==> config.mk <==
export PLATFORM = sky130hd
export DESIGN_NAME = lru_key_value_store_unit
export DESIGN_NICKNAME = d
export VERILOG_FILES = /design/src/design/lkv_pkg.sv /design/src/design/lkv_ram.sv /design/src/design/lru_key_value_store_unit.sv
export SDC_FILE = /design/constraint.sdc
export NUM_CORES = 1
export LEC_CHECK = 0
export BUFFER_PORTS_ARGS = -buffer_cell sky130_fd_sc_hd__buf_2
export CORE_ASPECT_RATIO = 0.75
export CORE_MARGIN = 2
export CORE_UTILIZATION = 48
export DETAILED_ROUTE_END_ITERATION = 16
export GPL_ROUTABILITY_DRIVEN = 0
export PLACE_DENSITY = 0.67
export SYNTH_ARGS = -nofsm -noshare
export SYNTH_HDL_FRONTEND = slang
export SYNTH_SLANG_ARGS = --single-unit
==> constraint.sdc <==
create_clock -name clk -period 5.19 [get_ports clk]
set_input_delay 0.519 -clock clk [delete_from_list [all_inputs] [get_ports clk]]
set_output_delay 0.519 -clock clk [all_outputs]
set_load 0.05 [all_outputs]
==> src/design/lkv_pkg.sv <==
// ----------------------------------------------------------------------------
// lkv_pkg: shared definitions for the LRU key-value store
// Sizes of the store, field widths and the sequencer state encoding.
// ----------------------------------------------------------------------------
package lkv_pkg;

  localparam int ENTRIES     = 16;
  localparam int KEY_BITS    = 32;
  localparam int VALUE_BITS  = 32;
  localparam int IDX_W       = $clog2(ENTRIES);
  localparam int RANK_W      = $clog2(ENTRIES);
  localparam int CNT_W       = $clog2(ENTRIES + 1);
  localparam int LIMIT_W     = 5;
  localparam int LIMIT_RESET = 16;

  localparam logic OP_GET = 1'b0;
  localparam logic OP_ADD = 1'b1;

  typedef enum logic [4:0] {
    ST_IDLE   = 5'b00001,
    ST_SCAN   = 5'b00010,
    ST_LAST   = 5'b00100,
    ST_UPDATE = 5'b01000,
    ST_FINISH = 5'b10000
  } lkv_state_t;

endpackage

==> src/design/lkv_ram.sv <==
// ----------------------------------------------------------------------------
// lkv_ram: generic single-write, single-read memory
// One write port and one read port with registered read data.
// ----------------------------------------------------------------------------
module lkv_ram #(
  parameter int WIDTH = 32,
  parameter int DEPTH = 16
) (
  input  logic                     clk,
  input  logic                     wr_en,
  input  logic [$clog2(DEPTH)-1:0] wr_addr,
  input  logic [WIDTH-1:0]         wr_data,
  input  logic [$clog2(DEPTH)-1:0] rd_addr,
  output logic [WIDTH-1:0]         rd_data
);

  logic [WIDTH-1:0] mem_r [DEPTH];

  always_ff @(posedge clk) begin
    if (wr_en) begin
      mem_r[wr_addr] <= wr_data;
    end
    rd_data <= mem_r[rd_addr];
  end

endmodule

==> src/design/lru_key_value_store_unit.sv <==
// ----------------------------------------------------------------------------
// lru_key_value_store_unit: fully associative key-value store, LRU replacement
// Each request beat is a get or an add; each gives exactly one result beat.
// ----------------------------------------------------------------------------
// Input channel in_*: one request per beat, opcode in in_tuser, key and new
// value in in_tdata. Result channel out_*: hit and evicted flags in out_tuser,
// the value read by a get hit in out_tdata. The cfg_* port sets the number of
// entries in use before the least recent one is evicted.
// A request runs through the scan, last, update and finish states: the tags
// are compared one entry per cycle through the single read port of the tag
// memory, whose read data is registered, then the update state writes the
// store and the finish state hands the result over. Only one request is in
// flight at a time.
// Reset empties the store and sets the limit to 16; no clearing pass is run.
// If the receiver stalls, the result is held in the output register and the
// block waits with the next result until that beat has been taken.
// ----------------------------------------------------------------------------
module lru_key_value_store_unit (
  input  logic                                    clk,
  input  logic                                    rst_n,
  input  logic                                    in_tvalid,
  output logic                                    in_tready,
  // Fields from bit 0: key, new_value.
  input  logic [lkv_pkg::KEY_BITS+lkv_pkg::VALUE_BITS-1:0] in_tdata,
  // Fields from bit 0: opcode.
  input  logic                                    in_tuser,
  output logic                                    out_tvalid,
  input  logic                                    out_tready,
  // Fields from bit 0: read_value.
  output logic [lkv_pkg::VALUE_BITS-1:0]          out_tdata,
  // Fields from bit 0: hit, evicted.
  output logic [1:0]                              out_tuser,
  input  logic                                    cfg_wr_en,
  input  logic [lkv_pkg::LIMIT_W-1:0]             cfg_wr_data
);

  import lkv_pkg::*;

  lkv_state_t state_r;

  logic [LIMIT_W-1:0]    entry_limit_r;
  logic [ENTRIES-1:0]    valid_r;
  logic [ENTRIES-1:0]    valid_nxt;
  logic [RANK_W-1:0]     rank_r   [ENTRIES];
  logic [RANK_W-1:0]     rank_nxt [ENTRIES];
  logic [CNT_W-1:0]      occ_r;

  logic                  op_r;
  logic [KEY_BITS-1:0]   key_r;
  logic [VALUE_BITS-1:0] val_r;

  logic [IDX_W-1:0]      scan_idx_r;
  logic [IDX_W-1:0]      cmp_idx_r;
  logic                  cmp_vld_r;

  logic                  found_r;
  logic [IDX_W-1:0]      match_idx_r;
  logic [RANK_W-1:0]     match_rank_r;
  logic [VALUE_BITS-1:0] match_data_r;
  logic                  free_found_r;
  logic [IDX_W-1:0]      free_idx_r;
  logic                  lru_any_r;
  logic [IDX_W-1:0]      lru_idx_r;
  logic [RANK_W-1:0]     lru_rank_r;

  logic                  res_hit_r;
  logic                  res_ev_r;
  logic [VALUE_BITS-1:0] res_data_r;
  logic                  out_hit_r;
  logic                  out_ev_r;
  logic [VALUE_BITS-1:0] out_data_r;
  logic                  out_tvalid_r;

  logic [KEY_BITS-1:0]   tag_q;
  logic [VALUE_BITS-1:0] data_q;

  logic                  in_fire;
  logic                  cmp_valid;
  logic [RANK_W-1:0]     cmp_rank;
  logic [CNT_W-1:0]      limit_eff;

  logic                  upd_en;
  logic [IDX_W-1:0]      upd_slot;
  logic [CNT_W-1:0]      upd_old;
  logic                  set_valid;
  logic                  wr_tag_en;
  logic                  wr_data_en;
  logic                  res_hit;
  logic                  res_ev;
  logic [VALUE_BITS-1:0] res_data;

  assign in_tready = (state_r == ST_IDLE);
  assign in_fire   = in_tvalid && in_tready;

  assign out_tvalid = out_tvalid_r;
  assign out_tdata  = out_data_r;
  assign out_tuser  = {out_ev_r, out_hit_r};

  lkv_ram #(.WIDTH(KEY_BITS), .DEPTH(ENTRIES)) u_tag_ram (
    .clk     (clk),
    .wr_en   (wr_tag_en),
    .wr_addr (upd_slot),
    .wr_data (key_r),
    .rd_addr (scan_idx_r),
    .rd_data (tag_q)
  );

  lkv_ram #(.WIDTH(VALUE_BITS), .DEPTH(ENTRIES)) u_data_ram (
    .clk     (clk),
    .wr_en   (wr_data_en),
    .wr_addr (upd_slot),
    .wr_data (val_r),
    .rd_addr (scan_idx_r),
    .rd_data (data_q)
  );

  assign cmp_valid = valid_r[cmp_idx_r];
  assign cmp_rank  = rank_r[cmp_idx_r];

  always_comb begin
    if (entry_limit_r == '0) begin
      limit_eff = CNT_W'(1);
    end else if (CNT_W'(entry_limit_r) > CNT_W'(ENTRIES)) begin
      limit_eff = CNT_W'(ENTRIES);
    end else begin
      limit_eff = CNT_W'(entry_limit_r);
    end
  end

  always_comb begin
    upd_en     = 1'b0;
    upd_slot   = match_idx_r;
    upd_old    = CNT_W'(match_rank_r);
    set_valid  = 1'b0;
    wr_tag_en  = 1'b0;
    wr_data_en = 1'b0;
    res_hit    = 1'b0;
    res_ev     = 1'b0;
    res_data   = '0;
    if (state_r == ST_UPDATE) begin
      if (found_r) begin
        upd_en  = 1'b1;
        res_hit = 1'b1;
        if (op_r == OP_GET) begin
          res_data = match_data_r;
        end else begin
          wr_data_en = 1'b1;
        end
      end else if (op_r == OP_ADD) begin
        if (occ_r < limit_eff) begin
          if (free_found_r) begin
            upd_en     = 1'b1;
            upd_slot   = free_idx_r;
            upd_old    = occ_r + CNT_W'(1);
            set_valid  = 1'b1;
            wr_tag_en  = 1'b1;
            wr_data_en = 1'b1;
          end
        end else if (lru_any_r) begin
          upd_en     = 1'b1;
          upd_slot   = lru_idx_r;
          upd_old    = CNT_W'(lru_rank_r);
          wr_tag_en  = 1'b1;
          wr_data_en = 1'b1;
          res_ev     = 1'b1;
        end
      end
    end
  end

  always_comb begin
    valid_nxt = valid_r;
    for (int i = 0; i < ENTRIES; i++) begin
      rank_nxt[i] = rank_r[i];
    end
    if (upd_en) begin
      for (int i = 0; i < ENTRIES; i++) begin
        if (valid_r[i] && (IDX_W'(i) != upd_slot) && (CNT_W'(rank_r[i]) < upd_old)) begin
          rank_nxt[i] = rank_r[i] + RANK_W'(1);
        end
      end
      rank_nxt[upd_slot] = '0;
      if (set_valid) begin
        valid_nxt[upd_slot] = 1'b1;
      end
    end
  end

  always_ff @(posedge clk) begin
    if (!rst_n) begin
      state_r       <= ST_IDLE;
      entry_limit_r <= LIMIT_W'(LIMIT_RESET);
      valid_r       <= '0;
      occ_r         <= '0;
      cmp_vld_r     <= 1'b0;
      scan_idx_r    <= '0;
      out_tvalid_r  <= 1'b0;
      for (int i = 0; i < ENTRIES; i++) begin
        rank_r[i] <= '0;
      end
    end else begin
      if (cfg_wr_en) begin
        entry_limit_r <= cfg_wr_data;
      end
      valid_r <= valid_nxt;
      for (int i = 0; i < ENTRIES; i++) begin
        rank_r[i] <= rank_nxt[i];
      end
      if (set_valid) begin
        occ_r <= occ_r + CNT_W'(1);
      end
      cmp_vld_r <= (state_r == ST_SCAN);
      if ((state_r == ST_FINISH) && (!out_tvalid_r || out_tready)) begin
        out_tvalid_r <= 1'b1;
      end else if (out_tvalid_r && out_tready) begin
        out_tvalid_r <= 1'b0;
      end
      case (state_r)
        ST_IDLE: begin
          scan_idx_r <= '0;
          if (in_fire) begin
            state_r <= ST_SCAN;
          end
        end
        ST_SCAN: begin
          scan_idx_r <= scan_idx_r + IDX_W'(1);
          if (scan_idx_r == IDX_W'(ENTRIES - 1)) begin
            state_r <= ST_LAST;
          end
        end
        ST_LAST: begin
          state_r <= ST_UPDATE;
        end
        ST_UPDATE: begin
          state_r <= ST_FINISH;
        end
        ST_FINISH: begin
          if (!out_tvalid_r || out_tready) begin
            state_r <= ST_IDLE;
          end
        end
        default: begin
          state_r <= ST_IDLE;
        end
      endcase
    end
  end

  always_ff @(posedge clk) begin
    cmp_idx_r <= scan_idx_r;
    if (in_fire) begin
      op_r         <= in_tuser;
      key_r        <= in_tdata[KEY_BITS-1:0];
      val_r        <= in_tdata[KEY_BITS+VALUE_BITS-1:KEY_BITS];
      found_r      <= 1'b0;
      free_found_r <= 1'b0;
      lru_any_r    <= 1'b0;
    end else if (cmp_vld_r) begin
      if (cmp_valid && (tag_q == key_r) && !found_r) begin
        found_r      <= 1'b1;
        match_idx_r  <= cmp_idx_r;
        match_rank_r <= cmp_rank;
        match_data_r <= data_q;
      end
      if (!cmp_valid && !free_found_r) begin
        free_found_r <= 1'b1;
        free_idx_r   <= cmp_idx_r;
      end
      if (cmp_valid && (!lru_any_r || (cmp_rank > lru_rank_r))) begin
        lru_any_r  <= 1'b1;
        lru_idx_r  <= cmp_idx_r;
        lru_rank_r <= cmp_rank;
      end
    end
    if (state_r == ST_UPDATE) begin
      res_hit_r  <= res_hit;
      res_ev_r   <= res_ev;
      res_data_r <= res_data;
    end
    if ((state_r == ST_FINISH) && (!out_tvalid_r || out_tready)) begin
      out_hit_r  <= res_hit_r;
      out_ev_r   <= res_ev_r;
      out_data_r <= res_data_r;
    end
  end

endmodule

==> summary.txt, run 1 <==
Run status
  – Outcome: finished clean

Floorplan
  – Number of I/O pins: about 110
  – Die H: 294.2 um
  – Die width: a little under 400 um
  – Core area: 111,400 um2
  – Rows: between 100 and 150
  – Initial Util: 48.40%
  – DIE AREA: 115,000 um2

Setup path
  – CP max FO: 12
  – Kind of critical path: register to register
  – Worst reg-to-reg path cell count: 19
  – CP Depth: 19
  – Worst path most repeated cell: nand2_1
  – Worst Setup End Kind: register
  – CP Launch Type: register
  – Reg-to-Reg Start: entry_limit_r[4]$_SDFFE_PN1P_
  – Worst-path cell chain: inv_1 > nand2_1 > ha_1 > o21ai_2 > o311a_1 > o2111a_2 > buf_4 > nand2_1 > nand2_1 > a21oi_1 > buf_4 > ha_1 > a21o_1 > a21oi_1 > o21ai_1 > a21o_1 > a311o_1 > or4_1 > a31oi_1
  – Worst EP required: about 5.8 ns
  – Critical Path Slowest Stage Cell: o311a_1
  – Worst EP arrival: 5.26 ns
  – Crit-path max cell delay: roughly 0.55 ns
  – Crit path max-delay family: compound AO/OA/AOI/OAI gates
  – CP startpoint: entry_limit_r[4]$_SDFFE_PN1P_
  – CP bufs+invs: 3

CTS
  – Post-cts resize count: 0
  – Post-CTS Setup Bufs: 0
  – Clock Path Buffers: 3
  – Clk root buf: clkbuf_16
  – Clock latency on the worst-skew pair: approximately 0.76 ns
  – Worst-path clk slew: ~0.060 ns
  – CTS sink cnt: between 1k and 1.5k
  – CTS buffer count: 132
  – CTS tree: done
  – H-tree depth: 4
  – Cts hold-fix bufs: 68

Drt
  – Drt first pass iters: 5
  – Via/cell ratio: roughly 6
  – # DRC: 0
  – Total Wirelength: 122.7 mm
  – Vias: about 28k
  – Routed Antenna Nets: 0
  – Drt wl/cell: roughly 27 um
  – 1st-iter DRT viols: 3,418

Synthesis
  – Yosys top cell area share: 67.34%
  – Yosys warning count: 0
  – Yosys reg bits: roughly 1.4k
  – Register area share after synthesis: ~74%
  – Post-Synth Adder-Cell Area: roughly 1.7%
  – Ys flop type: edfxtp_1
  – Synth Cell Area: between 50,000 and 60,000 um2
  – Synth Area in XOR/XNOR: less than 1%
  – Mux share of post-synthesis cell area: roughly 15%
  – Post-synthesis net count: 2,869
  – Number of synthesized flops with an enable pin: 1,209
  – Synth top area cells: edfxtp_1 67%, mux4_2 14%, dfxtp_1 6.4%
  – Synth Area in Compound Gates: 3.397%
  – Ys async rst share: 0%
  – Mapped Cells: 2,720
  – Syn_area_per_cell: 19.82 um2
  – Netlist cell types: 86
  – Largest family of logic cells by synthesized area: multiplexers
  – Simple-Gate Fraction of Synth Area: ~4.5%
  – Yosys top cell by area: edfxtp_1

STA
  – Slew margin rel.: 17.87%
  – Slew Limit Fails: 0
  – Hold Vio Cnt, Final: 0
  – Fin Setup TNS: 0 ns
  – Final Worst Setup Slack: 0.5736 ns
  – Max Fclk: roughly 220 MHz
  – Post-layout min period: about 4.6 ns
  – Finish-stage setup viols: 0
  – Setup Skew: 0.02886 ns
  – Worst-Margin Slew: 1.232 ns
  – Fin crit share: between 80% and 90%
  – RSZ-0062 raised after global routing: no

Power and ir drop
  – Maximum vdd ir drop: 0.0003573 V
  – Leak Pwr: 19.50 nW
  – PwrDens: 361.6 nW/um2

Placed design
  – Pre-CTS setup slack: 0.7213 ns
  – Port Buffers: 110
  – Post-Place Cells: around 4.2k
  – Post-DP HPWL: roughly 70 mm
  – Area post-placement: 56,740 um2

Global routing
  – First-pass GRT wire length: 182.9 mm
  – Largest net degree at the start of global routing: slightly above 90
  – Gr ovfl total: 0
  – Initial antenna violation count: 2
  – Vias in the first global route: 28.30k
  – GRT Total Usage: 21.56%

Min path
  – Hold Path Depth: 1
  – Worst hold path type: input pin to register
  – Hold_sp: in_tdata[63]

Finish
  – Fin cells: about 4.5k
  – Share of layout cells above drive strength 1: 26.43%
  – Cell area after layout: between 60,000 and 70,000 um2
  – Largest regs: u_data_ram.mem_r: 512 flops, u_tag_ram.mem_r: 512 flops, rank_r: 64 flops
  – P&R area growth vs syn: 14.64%
  – Diode count: 0
  – Fin nets: ~3.1k

Run
  – Max-Cap Viols: 0
-- path summary, 6_finish.rpt --
path	end	slack [ns]
hold / removal	val_r[31]$_DFFE_PP_	0.05
setup / recovery	rank_r[3][2]$_SDFFE_PN0P_	0.57
setup reg to reg	rank_r[3][2]$_SDFFE_PN0P_	0.57
hold reg to reg	match_data_r[18]$_DFFE_PP_	0.40
-- synth_stat cells, drive strengths merged (9+ instances only) --
cell type	n
nor4	10
a21oi	61
nand4	40
or3	16
dfxtp	172
clkbuf	90
xor2	33
o21ai	46
a31oi	21
mux2i	15
and2	38
mux4	345
nand2b	10
nor2	100
nor2b	12
buf	46
o211ai	22
nand3	70
o21a	16
a211oi	9
and3	10
a21o	13
inv	29
ha	74
or2	12
or4	22
edfxtp	1209
nand3b	15
nor3	26
nand2	46
-- layer usage --
layer / global-route usage, % / up-vias / wire [um]
met2: 33.58 / 1175 / 57960
li1: - / 11760 / -
met3: 4.044 / 202 / 9419
met5: 0 / - / 0
met4: 5.660 / 0 / 2405
met1: 31.56 / 14550 / 52950
-- stage by stage --
| step | hold WS, ns | utilization, % | total power (W) |
|---|---|---|---|
| 6_report | 0.05205 | 55.48 | 0.02235 |
| 3_5_place_dp | 0.3887 | 50.93 | 0.01291 |
| 2_1_floorplan | 0.3290 | - | 0.01272 |
| 5_1_grt | 0.05693 | 55.48 | 0.02302 |
| 4_1_cts | 0.01943 | 55.48 | 0.02256 |
| 3_3_place_gp | 0.3890 | 50.93 | 0.01289 |
-- power by group --
part	switching, W	total, W	internal (W)
Sequential	0.000188	0.0124	0.0122
Combinational	0.000187	0.000350	0.000163
Clock	0.00414	0.00964	0.00550
-- cell families after synthesis --
| group | count (synthesis) |
|---|---|
| flops | 1381 |
| xor+xnor | 41 |
| simple gates | 444 |
| compound gates | 253 |
| buf+inv | 166 |
| fa+ha+maj | 74 |
| mux | 361 |
-- layout by cell type, fill, tap and decap left out, drive strengths merged, types with 21 or more instances in the layout --
cell / n
nand4: 40
mux4: 345
buf: 185
clkinv: 46
or4: 22
nand3: 70
clkbuf: 182
nand2: 46
a21oi: 61
o21ai: 46
nor2: 100
and2: 38
a31oi: 21
dlygate4sd3: 68
dfxtp: 172
nor3: 26
inv: 32
ha: 74
o211ai: 22
xor2: 33
edfxtp: 1209
-- cell type report --
type,count,area (um2)
clock buffer,182,3697
clock inverter,61,686.9
fill,8302,49600
inverter,30,115.1
multi-input combinational,1173,13780
sequential,1381,39760
tap,1458,1824
timing repair buffer,253,1944
Power figures use the tool's default switching activity.
==> run 2, diff against run 1 <==
- clock period: 5.19 -> 5.99 ns (I/O delays scaled with it)
==> run 2 against run 1 <==
Effect of this change:
- clock power down 13%
- sequential share of layout area up 0.33 points
- power down 13%
- sequential power down 14%
- fmax down 6.1%
- largest power group unchanged
==> summary.txt, run 2 (same netlist as run 1, synthesis figures left out) <==
Setup path
  – Crit path max-delay family: compound AO/OA/AOI/OAI gates (unchanged)
  – Critical Path Slowest Stage Cell: a211oi_1 (was o311a_1)
  – Crit-path max cell delay: 0.74 ns (was 0.55 ns)
  – Worst EP required: 6.42 ns (was 5.83 ns)
  – Worst-path cell chain: inv_1 > nand2_1 > ha_1 > inv_2 > o311a_1 > o2111a_2 > a211oi_1 > nor2_1 > or3_1 > nor2_4 > buf_4 (was inv_1 > nand2_1 > ha_1 > o21ai_2 > o311a_1 > o2111a_2 > buf_4 > nand2_1 > nand2_1 > a21oi_1 > buf_4 > ha_1 > a21o_1 > a21oi_1 > o21ai_1 > a21o_1 > a311o_1 > or4_1 > a31oi_1)
  – CP bufs+invs: 3 (unchanged)
  – Kind of critical path: register to register (unchanged)
  – CP Launch Type: register (unchanged)
  – Worst EP arrival: 5.35 ns (was 5.26 ns)
  – CP max FO: 29 (was 12)
  – Worst Setup End Kind: register (unchanged)

Finish
  – Most frequent cells in the layout: 1,209 x edfxtp_1, 345 x mux4_2, 168 x dfxtp_1 (unchanged)
  – Diode count: 0 (unchanged)
  – Fin nets: 3,091 (was 3,120)
  – Share of layout cells above drive strength 1: 26.63% (was 26.43%)
  – Commonest non-fill, non-tap cell in the layout: edfxtp_1 (unchanged)
  – Largest regs: u_data_ram.mem_r: 512 flops, u_tag_ram.mem_r: 512 flops, rank_r: 64 flops (unchanged)
  – P&R area growth vs syn: 14.06% (was 14.64%)

Power and ir drop
  – Maximum vdd ir drop: 0.0002910 V (was 0.0003573 V)
  – Leak Pwr: 19.37 nW (was 19.50 nW)
  – PwrDens: 314.6 nW/um2 (was 361.6 nW/um2)

CTS
  – Clock Path Buffers: 3 (unchanged)
  – CTS tree: done (unchanged)
  – H-tree depth: 4 (unchanged)
  – Cts hold-fix bufs: 52 (was 68)
  – Clk root buf: clkbuf_16 (unchanged)
  – Post-CTS Setup Bufs: 0 (unchanged)
  – Worst-path clk slew: 0.06 ns (about the same)
  – CTS sink cnt: 1,381 (unchanged)
  – CTS buffer count: 132 (unchanged)
  – Clock latency on the worst-skew pair: 0.79 ns (was 0.76 ns)
  – Post-cts resize count: 0 (unchanged)

Global routing
  – Vias in the first global route: 28.34k (was 28.30k)
  – Initial antenna violation count: 3 (was 2)
  – First-pass GRT wire length: 185.4 mm (was 182.9 mm)
  – Gr ovfl total: 0 (unchanged)
  – Largest net degree at the start of global routing: 162 (was 93)
  – GRT Total Usage: 22.01% (was 21.56%)

Min path
  – Worst hold path type: input pin to register (unchanged)

Run
  – Max-Cap Viols: 0 (unchanged)

STA
  – RSZ-0062 raised after global routing: no (unchanged)
  – Finish-stage setup viols: 0 (unchanged)
  – Slew Limit Fails: 0 (unchanged)
  – Fin crit share: 82.11% (was 88.95%)
  – Setup Skew: 0.04467 ns (was 0.02886 ns)
  – Fin Setup TNS: 0 ns (unchanged)
  – Post-layout min period: 4.919 ns (was 4.616 ns)
  – Worst-Margin Slew: 1.189 ns (was 1.232 ns)
  – Final Hold Slack: 0.03250 ns (was 0.05205 ns)
  – Max Fclk: 203.3 MHz (was 216.6 MHz)
  – Hold Vio Cnt, Final: 0 (unchanged)
  – Slew margin rel.: 19.18% (was 17.87%)

Placed design
  – Port Buffers: 110 (unchanged)
  – Post-DP HPWL: 69.98 mm (was 69.75 mm)

Drt
  – Vias: 27.85k (was 27.69k)
  – Via/cell ratio: 6.175 (was 6.102)
  – 1st-iter DRT viols: 3,192 (was 3,418)
  – # DRC: 0 (unchanged)
  – Routed Antenna Nets: 0 (unchanged)
  – Drt wl/cell: 27.72 um (was 27.05 um)
  – Total Wirelength: 125.0 mm (was 122.7 mm)
  – Drt first pass iters: 7 (was 5)

Floorplan
  – Initial Util: 48.40% (unchanged)
  – DIE AREA: 115,000 um2 (unchanged)
  – Number of I/O pins: 111 (unchanged)
  – Die H: 294.2 um (unchanged)
  – Core area: 111,400 um2 (unchanged)
  – Die width: 391.0 um (unchanged)
  – Rows: 106 (unchanged)

Run status
  – Outcome: finished clean (unchanged)
[run 2: cell type report]
cell class	count	area (um2)
sequential	1381	39760
tap	1458	1824
timing repair buffer	224	1624
clock buffer	169	3572
inverter	30	115.1
multi-input combinational	1173	13790
clock inverter	76	809.5
fill	8290	49910
[run 2: worst register-to-register path, delay by kind of cell (launching register included)]
kind	cells	cell delay, ns
compound gates	3	1.88
simple gates	4	1.38
buf+inv	3	0.65
fa+ha+maj	1	0.34
flops	1	0.32
[run 2: power by group]
part | internal (W) | leakage [nW] | switching [W] | total (W)
registers | 0.0105 | 12.3 | 0.000163 | 0.0107
clock network | 0.00465 | 2.15 | 0.00370 | 0.00834
logic | 0.000134 | 4.89 | 0.000160 | 0.000294
[run 2: worst paths after layout]
| check | start | cells after the start | to | slack, ns |
|---|---|---|---|---|
| setup / recovery | entry_limit_r[4]$_SDFFE_PN1P_ | 11 | u_data_ram.mem_r[6][14]$_DFFE_PP_ | 1.07 |
| setup reg to reg | entry_limit_r[4]$_SDFFE_PN1P_ | 11 | u_data_ram.mem_r[6][14]$_DFFE_PP_ | 1.07 |
| hold / removal | in_tdata[7] | 1 | key_r[7]$_DFFE_PP_ | 0.03 |
| hold reg to reg | u_data_ram.rd_data[3]$_DFF_P_ | 0 | match_data_r[3]$_DFFE_PP_ | 0.40 |
[run 2: per-layer routing]
| metal | GRT usage [%] | vias up | wire length (um) |
|---|---|---|---|
| met3 | 4.044 | 220 | 10140 |
| met4 | 6.790 | 2 | 2859 |
| met5 | 0 | - | 13 |
| li1 | - | 11710 | - |
| met1 | 32.55 | 14650 | 53750 |
| met2 | 33.51 | 1273 | 58280 |
[run 2: per-stage QoR]
step                      instance area [um2]  cells  total power [W]  worst slack (ns)  utilization (%)
after floorplan                         53920   2720          0.01102             1.670                -
after global placement                  56590   4214          0.01116             1.244            50.80
after detailed placement                56590   4214          0.01119             1.203            50.80
after CTS                               61500   4511          0.01949             1.164            55.20
after global routing                    61500   4511          0.01988            0.8342            55.20
final                                   61500   4511          0.01935             1.071            55.20
